===== src/design/assert_macros.svh =====
// Assertion macros for the union-find design files.
`ifndef ASSERT_MACROS_SVH
`define ASSERT_MACROS_SVH

// Same-cycle implication, disabled while reset is high.
`define UFS_ASSERT_IMP(label, clk, rst, ante, cons, msg) \
   label: assert property (@(posedge clk) disable iff (rst) (ante) |-> (cons)) \
      else $error(msg);

// Next-cycle implication, disabled while reset is high.
`define UFS_ASSERT_NXT(label, clk, rst, ante, cons, msg) \
   label: assert property (@(posedge clk) disable iff (rst) (ante) |=> (cons)) \
      else $error(msg);

`endif


===== src/design/ufs_pkg.sv =====
// Package: widths, payload structs, sequencer states and shared-unit opcodes.
package ufs_pkg;

   localparam int IDX_W       = 10;
   localparam int SIZE_W      = 11;
   localparam int TABLE_DEPTH = 1 << IDX_W;

   typedef struct packed {
      logic [IDX_W-1:0] first_element;
      logic [IDX_W-1:0] second_element;
   } req_payload_type;

   typedef struct packed {
      logic [IDX_W-1:0]  set_root;
      logic [SIZE_W-1:0] set_size;
      logic              did_merge;
      logic              index_error;
   } rsp_payload_type;

   typedef enum logic [3:0] {
      ST_CLEAR,
      ST_IDLE,
      ST_RANGE_A,
      ST_RANGE_B,
      ST_FIND_RD,
      ST_FIND_CHK,
      ST_COMP_RD,
      ST_COMP_WR,
      ST_ROOT_EQ,
      ST_SAME_SZ,
      ST_SZ_A,
      ST_SZ_B,
      ST_MERGE,
      ST_ZERO
   } ufs_state_type;

   typedef enum logic [1:0] {
      OP_EQ,
      OP_GE,
      OP_GT,
      OP_ADD
   } ufs_op_type;

   typedef struct packed {
      ufs_op_type        op;
      logic [SIZE_W-1:0] lhs;
      logic [SIZE_W-1:0] rhs;
   } alu_req_type;

   typedef struct packed {
      logic              flag;
      logic [SIZE_W-1:0] sum;
   } alu_rsp_type;

endpackage


===== src/design/ufs_alu.sv =====
// Shared compare/add unit used by the compare and add steps of the union-find sequencer.
module ufs_alu import ufs_pkg::*; (
   input  alu_req_type alu_req,
   output alu_rsp_type alu_rsp
);

   always_comb begin
      alu_rsp.sum  = alu_req.lhs + alu_req.rhs;
      case (alu_req.op)
         OP_EQ:   alu_rsp.flag = (alu_req.lhs == alu_req.rhs);
         OP_GE:   alu_rsp.flag = (alu_req.lhs >= alu_req.rhs);
         OP_GT:   alu_rsp.flag = (alu_req.lhs >  alu_req.rhs);
         OP_ADD:  alu_rsp.flag = 1'b0;
         default: alu_rsp.flag = 1'b0;
      endcase
   end

endmodule


===== config.mk =====
export PLATFORM = sky130hd
export DESIGN_NAME = ufs_alu
export DESIGN_NICKNAME = d
export VERILOG_FILES = /design/src/design/assert_macros.svh /design/src/design/ufs_pkg.sv /design/src/design/ufs_alu.sv
export SDC_FILE = /design/constraint.sdc
export NUM_CORES = 1
export LEC_CHECK = 0
export ABC_AREA = 1
export BUFFER_PORTS_ARGS = -buffer_cell sky130_fd_sc_hd__clkbuf_2
export CORE_MARGIN = 5
export CORE_UTILIZATION = 50
export DETAILED_ROUTE_END_ITERATION = 16
export GPL_ROUTABILITY_DRIVEN = 0
export PLACE_DENSITY_LB_ADDON = 0.25
export SYNTH_ARGS = -nofsm -noshare
export SYNTH_HDL_FRONTEND = slang
export SYNTH_SLANG_ARGS = --single-unit

===== constraint.sdc =====
create_clock -name vclk -period 1.5
set_clock_uncertainty 0.2 [all_clocks]
set_input_delay 0.075 -clock vclk [all_inputs]
set_output_delay 0.075 -clock vclk [all_outputs]
set_load 0.02 [all_outputs]

==> results of run 1 <==
==> kinds of logic after synthesis <==
kind of cell / Yosys count / synth area share
buffers and inverters: 38 / 0.170
xor gates and xnor gates: 5 / 0.0516
adders and majority gates: 22 / 0.333
AOI/OAI and AO/OA: 11 / 0.0678
and+or+nand+nor: 73 / 0.378
==> stage by stage <==
stage	std cells	setup TNS (ns)	hold WS, ns	util
after floorplan	149	-0.0156	0.149	-
after global placement	215	-1.07	0.350	0.748
after detailed placement	215	-1.35	0.364	0.748
after CTS	217	-0.586	0.369	0.896
==> repair_timing <==
action	CTS
gates resized for setup	36
endpoints found under the hold margin	0
cloned	0
endpoints found under the setup margin	8
pin swaps	11
setup buffers	2
hold buffers	0
==> Yosys cell counts, types with 2 or more instances <==
library cell / count
nand2_1: 44
inv_1: 35
ha_1: 21
nor2_1: 11
nand3_1: 9
a21oi_1: 7
nand2_2: 4
xor2_1: 4
o21ai_0: 3
inv_2: 2
nor2_4: 2
nor3_1: 2
==> flow_summary.yaml, run 1 <==
floorplanning:
  initial_core_util: 0.544
  die_h_um: 51.2
  row_count: 14
  top_level_ports: 36
  die_x_um: 51.2
logic_synthesis:
  yosys-top-cells-area: "ha_1 31%, nand2_1 19%, inv_1 15%, nand3_1 5.3%, nor2_1 4.9%"
  yosysTopAreaCell: "ha_1"
  yosysUniqueCellTypes: 17
  syn_area_um2: 848
  synth_top_area_share: 0.310
  yosysSeqAreaShare: 0
  avgSynthCellArea_um2: 5.69
  synthCells: 149
  yosysWarnings: 0
  syn-num-nets: 195
run_status:
  haltStage: "global routing"
  firstError: "[ERROR DPL-0038] Utilization greater than 100%, impossible to legalize"
  status: "stopped before the end"
placed_design:
  dp_hpwl_mm: 1.88
  portBuffers: 36
  place_ws_ns: -0.307
  dpl-instance-area_um2: 1170
timing:
  worst-ep-kind: "top-level output"
  worst_endpoint: "alu_rsp[8]"
grt:
  grt_max_degree: 10
==> run 2: changes to the inputs <==
--- a/config.mk
+++ b/config.mk
@@ -7,11 +7,11 @@
 export LEC_CHECK = 0
 export ABC_AREA = 1
 export BUFFER_PORTS_ARGS = -buffer_cell sky130_fd_sc_hd__clkbuf_2
-export CORE_MARGIN = 5
-export CORE_UTILIZATION = 50
+export CORE_AREA = 5 5 66 68
 export DETAILED_ROUTE_END_ITERATION = 16
+export DIE_AREA = 0 0 71 73
 export GPL_ROUTABILITY_DRIVEN = 0
-export PLACE_DENSITY_LB_ADDON = 0.25
+export PLACE_DENSITY_LB_ADDON = 0.15
 export SYNTH_ARGS = -nofsm -noshare
 export SYNTH_HDL_FRONTEND = slang
 export SYNTH_SLANG_ARGS = --single-unit
==> flow_summary.yaml, run 2 <==
floorplanning:
  die_x_um: 71
  die-area_um2: 5180
  initial_core_util: 0.223
  core_region_area_um2: 3800
  row_count: 23
  top_level_ports: 36
  die_h_um: 73
cells_and_area:
  fin_util: 0.448
  fillers: 406
  seq_cell_count: 0
  drive_gt1_frac: 0.579
  nNetsFinal: 264
  n_clock_buffer: 0
  seq_area_um2: 0
  diodes: 0
  area_delta_synth_final_pct: 100
  final_cell_area_um2: 1700
  mostFrequentLayoutCell: "buf_4"
  mostFrequentLayoutCells: "34 x buf_4, 30 x nand2_1, 26 x inv_1"
grt:
  grt_pass1_vias: 1041
  grt_pass1_wl_mm: 4.18
  met3_usage: 0.0110
  use_met1: 0.115
  grt_max_degree: 9
  grt.busiest_layer: "met2"
  track_usage: 0.0921
  grt_overflow: 0
  antenna_found_initial: 0
  grt_util_met2: 0.179
timing:
  maxSlewHeadroom: 0.842
  setup_viol: 4
  rsz0062_at_grt: "yes"
  setup_ws_ns: -0.110
  hold_viol: 0
  min_period_ns: 1.61
  min_period_over_period: 1.07
  fmax_ghz: 0.621
  slew_violations: 0
  tightestPinTransition_ns: 0.235
  setup_tns_ns: -0.321
power_and_ir_drop:
  p_switching_mw: 0.358
  pwr-share-seq: 0
  peakVddDrop_mv: 0.148
  sw_frac_of_total: 0.507
  power.leakage_nw: 0.908
  powerDensity_nw_per_um2: 415
  comb_power_share: 1.000
  intPower_mw: 0.347
  clkPwrFrac: 0
setup_path:
  cp_data_arrival_time_ns: 1.34
  critPathKind: "in2out"
  path_max_fanout: 3
  end_kind: "output pin"
  startpoint_type: "primary input"
  cp.required_ns: 1.22
placed_design:
  dp_hpwl_mm: 1.91
  place_ws_ns: -0.275
  portBuffers: 36
  dpl-instance-area_um2: 1320
logic_synthesis:
  syn-num-nets: 195
  yosysTopAreaCell: "ha_1"
  yosysWarnings: 0
  avgSynthCellArea_um2: 5.69
  yosysUniqueCellTypes: 17
  yosysSeqAreaShare: 0
  synth_top_area_share: 0.310
  syn_area_um2: 848
  yosysMostFrequentCell: "nand2_1"
  yosys-top-cells-area: "ha_1 31%, nand2_1 19%, inv_1 15%, nand3_1 5.3%, nor2_1 4.9%"
  synthCells: 149
  synth_commonest_cells: "44 x nand2_1, 35 x inv_1, 21 x ha_1"
run_status:
  violations: "setup timing"
  status: "complete, but fails checks"
flow_run:
  cap_viol_max_count: 0
hold_path:
  holdPathStages: 6
  hold_path.class: "in2out"
drt:
  drt_pass1_iterations: 4
  final_antenna_net_count: 0
  vias: 1041
  routed_wirelength_mm: 2.31
  wire_per_inst_um: 8.69
  drt-initial-drc-count: 14
  post_drt_via_cell_ratio: 3.91
  drc: 0
[run 2: cell counts after synthesis]
No cell type changed its count.
[run 2: final timing paths]
kind / startpoint / to / slack [ns]
setup / recovery: alu_req[0] / alu_rsp[8] / -0.11
hold / removal: alu_req[23] / alu_rsp[11] / 0.38
[run 2: logic make-up after synthesis]
logic type | count (synthesis) | share of synthesized area
XOR/XNOR | 5 | 0.0516
buffers and inverters | 38 | 0.170
adder cells (fa/ha/maj) | 22 | 0.333
AND/OR/NAND/NOR | 73 | 0.378
AO/OA/AOI/OAI | 11 | 0.0678
[run 2: layout make-up]
cell class / count / area [µm²] / area share
well taps: 50 / 62.6 / 0.0368
repair buffers: 68 / 514 / 0.302
inverters: 37 / 144 / 0.0846
multi-input cells: 111 / 980 / 0.576
[run 2: critical path, stage by stage]
cell      delay (ns)
buf_8           0.10
ha_4            0.15
fa_2            0.33
nand2_1         0.08
nand2_2         0.06
nand3_2         0.08
nand2_4         0.07
nand2_2         0.08
nand2_1         0.05
nand2_1         0.06
nand2_1         0.06
clkbuf_8        0.15
[run 2: repair_timing]
| item | 4_1_cts | 5_1_grt |
|---|---|---|
| setup endpoints to repair | 9 | 9 |
| resized for setup | 47 | 42 |
| pin swaps | 10 | 24 |
| hold buffers | 0 | 0 |
| buffers inserted | 0 | 2 |
[run 2: power by group through the flow]
| stage | sequential [mW] | combinational (mW) | clock, mW |
|---|---|---|---|
| after floorplan | 0 | 0.314 | 0 |
| after global placement | 0 | 0.534 | 0 |
| after detailed placement | 0 | 0.533 | 0 |
| after CTS | 0 | 0.652 | 0 |
| after global routing | 0 | 0.778 | 0 |
| final | 0 | 0.705 | 0 |
[run 2: layer usage]
layer	vias up	share of wire
met3	0	0.054
met5	-	0
met1	443	0.44
met2	21	0.51
li1	577	-
met4	0	0
[run 2: metrics by stage]
stage | hold slack, ns | power, mW | instances
floorplan | 0.149 | 0.314 | 149
global placement | 0.395 | 0.534 | 264
detailed placement | 0.396 | 0.533 | 264
CTS | 0.399 | 0.652 | 264
global route | 0.410 | 0.778 | 266
finish | 0.377 | 0.705 | 266
Note: power is estimated with default switching activity, not from simulation.
==> run 3: changes to the inputs <==
--- a/config.mk
+++ b/config.mk
@@ -12,6 +12,7 @@
 export DIE_AREA = 0 0 71 73
 export GPL_ROUTABILITY_DRIVEN = 0
 export PLACE_DENSITY_LB_ADDON = 0.15
+export SETUP_SLACK_MARGIN = 0.02
 export SYNTH_ARGS = -nofsm -noshare
 export SYNTH_HDL_FRONTEND = slang
 export SYNTH_SLANG_ARGS = --single-unit
==> flow_summary.yaml, run 3 (same netlist as run 2, synthesis figures left out) <==
floorplanning:
  core_region_area_um2: 3800
  top_level_ports: 36
  die_h_um: 73
  initial_core_util: 0.223
  die_x_um: 71
  die-area_um2: 5180
  row_count: 23
timing:
  setup_viol: 4
  rsz0062_at_grt: "yes"
  fmax_ghz: 0.626
  maxSlewHeadroom: 0.833
  min_period_over_period: 1.06
  slew_violations: 0
  setup_ws_ns: -0.0969
  tightestPinTransition_ns: 0.248
  min_period_ns: 1.60
  hold_viol: 0
placed_design:
  dp_hpwl_mm: 1.93
  place_ws_ns: -0.224
  portBuffers: 36
  dp_cells: 264
cells_and_area:
  fin_util: 0.479
  diodes: 0
  mostFrequentLayoutCell: "buf_4"
  n_clock_buffer: 0
  drive_gt1_frac: 0.631
  mostFrequentLayoutCells: "31 x buf_4, 26 x nand2_1, 24 x inv_1"
  seq_area_um2: 0
  area_delta_synth_final_pct: 114
  seq_cell_count: 0
  nNetsFinal: 265
  final_cells: 267
grt:
  grt_pass1_wl_mm: 4.24
  antenna_found_initial: 0
  track_usage: 0.0935
  grt_pass1_vias: 1058
  grt_overflow: 0
  grt_max_degree: 9
setup_path:
  critPathKind: "in2out"
  end_kind: "output pin"
  cp.required_ns: 1.22
  cp_data_arrival_time_ns: 1.32
  startpoint_type: "primary input"
  path_max_fanout: 2
drt:
  final_antenna_net_count: 0
  drc: 0
  drt_pass1_iterations: 4
  wire_per_inst_um: 9.46
  drt-initial-drc-count: 11
  post_drt_via_cell_ratio: 3.96
  routed_wirelength_mm: 2.53
  vias: 1058
power_and_ir_drop:
  peakVddDrop_mv: 0.173
  total_power_mw: 0.775
  powerDensity_nw_per_um2: 426
  power.leakage_nw: 0.943
hold_path:
  holdPathEnd: "alu_rsp[11]"
  hold_path.class: "in2out"
  holdPathStages: 7
  hold_start: "alu_req[23]"
run_status:
  violations: "setup timing"
  status: "complete, but fails checks"
flow_run:
  cap_viol_max_count: 0
[run 3: changes by cell type in the layout (fill, tap and decap cells not counted), moves of 3 or more]
cell	before	now
clkbuf_2	24	16
buf_6	2	13
nand2_1	30	26
nand2_4	3	6
buf_4	34	31
[run 3: critical path, cell delays in order]
cell and delay, ns:
buf_8 0.10, ha_4 0.15, fa_2 0.34, nand2_2 0.08
nand2_2 0.05, buf_4 0.13, nand2_2 0.06, xor2_1 0.16
buf_4 0.17
[run 3: worst max-delay path by stage]
stage / cells past startpoint / slack [ns] / start / to
2_1_floorplan: 9 / 0.03 / alu_req[0] / alu_rsp[8]
3_5_place_dp: 12 / -0.22 / alu_req[0] / alu_rsp[10]
6_report: 9 / -0.1 / alu_req[0] / alu_rsp[4]
3_3_place_gp: 12 / -0.20 / alu_req[0] / alu_rsp[10]
4_1_cts: 12 / -0.16 / alu_req[11] / alu_rsp[10]
5_1_grt: 12 / -0.19 / alu_req[0] / alu_rsp[10]
[run 3: area by class of cell]
type | count | area [µm²]
inverter | 37 | 146
fill | 405 | 1980
multi-input combinational | 111 | 1040
tap | 50 | 62.6
timing repair buffer | 69 | 572
[run 3: per-stage QoR]
step / instance area (µm²) / setup TNS [ns] / hold WS, ns
6_report: 1820 / -0.300 / 0.369
2_1_floorplan: 861 / 0 / 0.149
4_1_cts: 1570 / -0.501 / 0.400
3_5_place_dp: 1320 / -1.24 / 0.388
3_3_place_gp: 1320 / -1.20 / 0.389
5_1_grt: 1820 / -0.723 / 0.416
[run 3: routing by layer]
metal  vias to the layer above  share of wire  GRT usage
met5                         -              0          0
met4                         0              0          0
met1                       460           0.41      0.115
met2                        19           0.55      0.183
met3                         0          0.042     0.0110
li1                        579              -          -
[run 3: what timing repair did]
action / in CTS / in global routing
hold buffers: 0 / 0
buffers inserted: 0 / 3
pin swaps: 14 / 36
setup endpoints to repair: 10 / 10
resized for setup: 45 / 78
[run 3: report_power, final]
group / internal, mW / leakage (nW) / switching, mW / total, mW
Combinational: 0.392 / 0.943 / 0.383 / 0.775
Clock: 0 / 0 / 0 / 0
Sequential: 0 / 0 / 0 / 0
==> run 4: changes to the inputs <==
--- a/config.mk
+++ b/config.mk
@@ -5,7 +5,6 @@
 export SDC_FILE = /design/constraint.sdc
 export NUM_CORES = 1
 export LEC_CHECK = 0
-export ABC_AREA = 1
 export BUFFER_PORTS_ARGS = -buffer_cell sky130_fd_sc_hd__clkbuf_2
 export CORE_AREA = 5 5 66 68
 export DETAILED_ROUTE_END_ITERATION = 16
==> flow_summary.yaml, run 4 <==
hold_path:
  holdPathStages: 3
  hold_path.class: "in2out"
  holdPathEnd: "alu_rsp[1]"
  hold_start: "alu_req[12]"
timing:
  maxSlewHeadroom: 0.799
  tightestPinTransition_ns: 0.297
  setup_tns_ns: -1.98
  worst_hold_slack_ns: 0.385
  fmax_ghz: 0.548
  setup_viol: 8
  hold_viol: 0
  min_period_ns: 1.83
  setup_ws_ns: -0.325
  slew_violations: 0
  rsz0062_at_grt: "yes"
  min_period_over_period: 1.22
cells_and_area:
  nNetsFinal: 221
  mostFrequentLayoutCells: "32 x buf_4, 17 x clkbuf_2, 11 x ha_4"
  diodes: 0
  final_cell_area_um2: 1750
  area_delta_synth_final_pct: 132
  seq_area_um2: 0
  seq_cell_count: 0
  drive_gt1_frac: 0.676
  n_clock_buffer: 0
  mostFrequentLayoutCell: "buf_4"
setup_path:
  path_max_fanout: 5
  cp_data_arrival_time_ns: 1.55
  startpoint_type: "primary input"
  end_kind: "output pin"
  cp.required_ns: 1.22
  critPathKind: "in2out"
grt:
  use_met1: 0.0940
  antenna_found_initial: 0
  grt_max_degree: 8
  grt_util_met2: 0.202
  met3_usage: 0.00689
  grt_pass1_vias: 1012
  track_usage: 0.0903
  grt_overflow: 0
  grt.busiest_layer: "met2"
  grt_pass1_wl_mm: 4.04
drt:
  wire_per_inst_um: 10.8
  routed_wirelength_mm: 2.40
  final_antenna_net_count: 0
  drc: 0
  vias: 953
  post_drt_via_cell_ratio: 4.27
  drt-initial-drc-count: 16
  drt_pass1_iterations: 2
logic_synthesis:
  synth_top_area_share: 0.348
  yosysMostFrequentCell: "ha_1"
  syn-num-nets: 152
  yosys-top-cells-area: "ha_1 35%, inv_1 8.5%, a21oi_1 7.3%, nor2_1 6.5%, xor2_1 5.8%"
  synthCells: 106
  yosysTopAreaCell: "ha_1"
  yosysUniqueCellTypes: 27
  syn_area_um2: 754
  avgSynthCellArea_um2: 7.12
  synth_commonest_cells: "21 x ha_1, 17 x inv_1, 13 x nor2_1"
  yosysSeqAreaShare: 0
  yosysWarnings: 0
power_and_ir_drop:
  p_switching_mw: 0.376
  sw_frac_of_total: 0.461
  peakVddDrop_mv: 0.226
  powerDensity_nw_per_um2: 465
  comb_power_share: 1.000
  pwr-share-seq: 0
  clkPwrFrac: 0
  power.leakage_nw: 0.803
  intPower_mw: 0.439
floorplanning:
  row_count: 23
  core_region_area_um2: 3800
  top_level_ports: 36
  die_h_um: 73
  die-area_um2: 5180
  die_x_um: 71
  initial_core_util: 0.199
run_status:
  violations: "setup timing"
  status: "complete, but fails checks"
placed_design:
  dpl-instance-area_um2: 1400
  portBuffers: 36
  place_ws_ns: -0.386
  dp_hpwl_mm: 2.06
flow_run:
  cap_viol_max_count: 0
clocking:
  cts-hold-fix-buffers: 0
[run 4: cell count changes after synthesis, sizes merged, moves of 5 or more]
cell,previous run,this run
nand2,49,3
nand3,9,2
inv,37,17
a21oi,7,12
[run 4: worst max-delay path, cell delays in order]
cell,delay (ns)
buf_6,0.10
ha_4,0.29
buf_6,0.11
nor2b_4,0.04
a21oi_2,0.14
o41ai_4,0.11
o41a_1,0.36
xnor2_2,0.16
clkbuf_8,0.17
[run 4: per-stage QoR]
stage	total power [mW]	cells	util
CTS	0.742	219	0.419
finish	0.816	223	0.461
detailed placement	0.626	218	0.369
floorplan	0.399	106	-
global route	0.880	223	0.461
global placement	0.623	218	0.369
[run 4: logic make-up after synthesis]
logic type / after synthesis / share of synthesized area
fa+ha+maj: 22 / 0.375
xor+xnor: 9 / 0.104
compound gates: 25 / 0.221
buf+inv: 19 / 0.0978
simple gates: 31 / 0.202
[run 4: final cells by class]
cell class	count	area, µm²
Inverter	17	76.3
Multi-Input combinational cell	87	1010
Timing Repair Buffer	69	602
Fill cell	396	2050
Tap cell	50	62.6
[run 4: repair_timing]
item                       4_1_cts  5_1_grt
hold endpoints to repair         0        0
buffers inserted                 1        5
setup endpoints to repair       10       10
resized for setup               38       44
gates cloned                     0        0
pin swaps                       12       20
[run 4: per-layer routing]
metal  share of wire  vias to the layer above
li1                -                      498
met1            0.38                      437
met2            0.57                       18
met3           0.045                        0
met4               0                        0
met5               0                        -
[run 4: power groups by stage]
stage / Clock [mW] / Sequential (mW) / Combinational, mW
floorplan: 0 / 0 / 0.399
global placement: 0 / 0 / 0.623
detailed placement: 0 / 0 / 0.626
CTS: 0 / 0 / 0.742
global route: 0 / 0 / 0.880
finish: 0 / 0 / 0.816
[run 4: worst max path at each step]
stage                            from           to  slack, ns
final                     alu_req[15]   alu_rsp[7]      -0.33
after global routing       alu_req[4]   alu_rsp[7]      -0.41
after CTS                  alu_req[0]  alu_rsp[10]      -0.35
after detailed placement   alu_req[1]   alu_rsp[7]      -0.39
after global placement     alu_req[1]   alu_rsp[7]      -0.38
after floorplan           alu_req[14]   alu_rsp[8]      -0.21
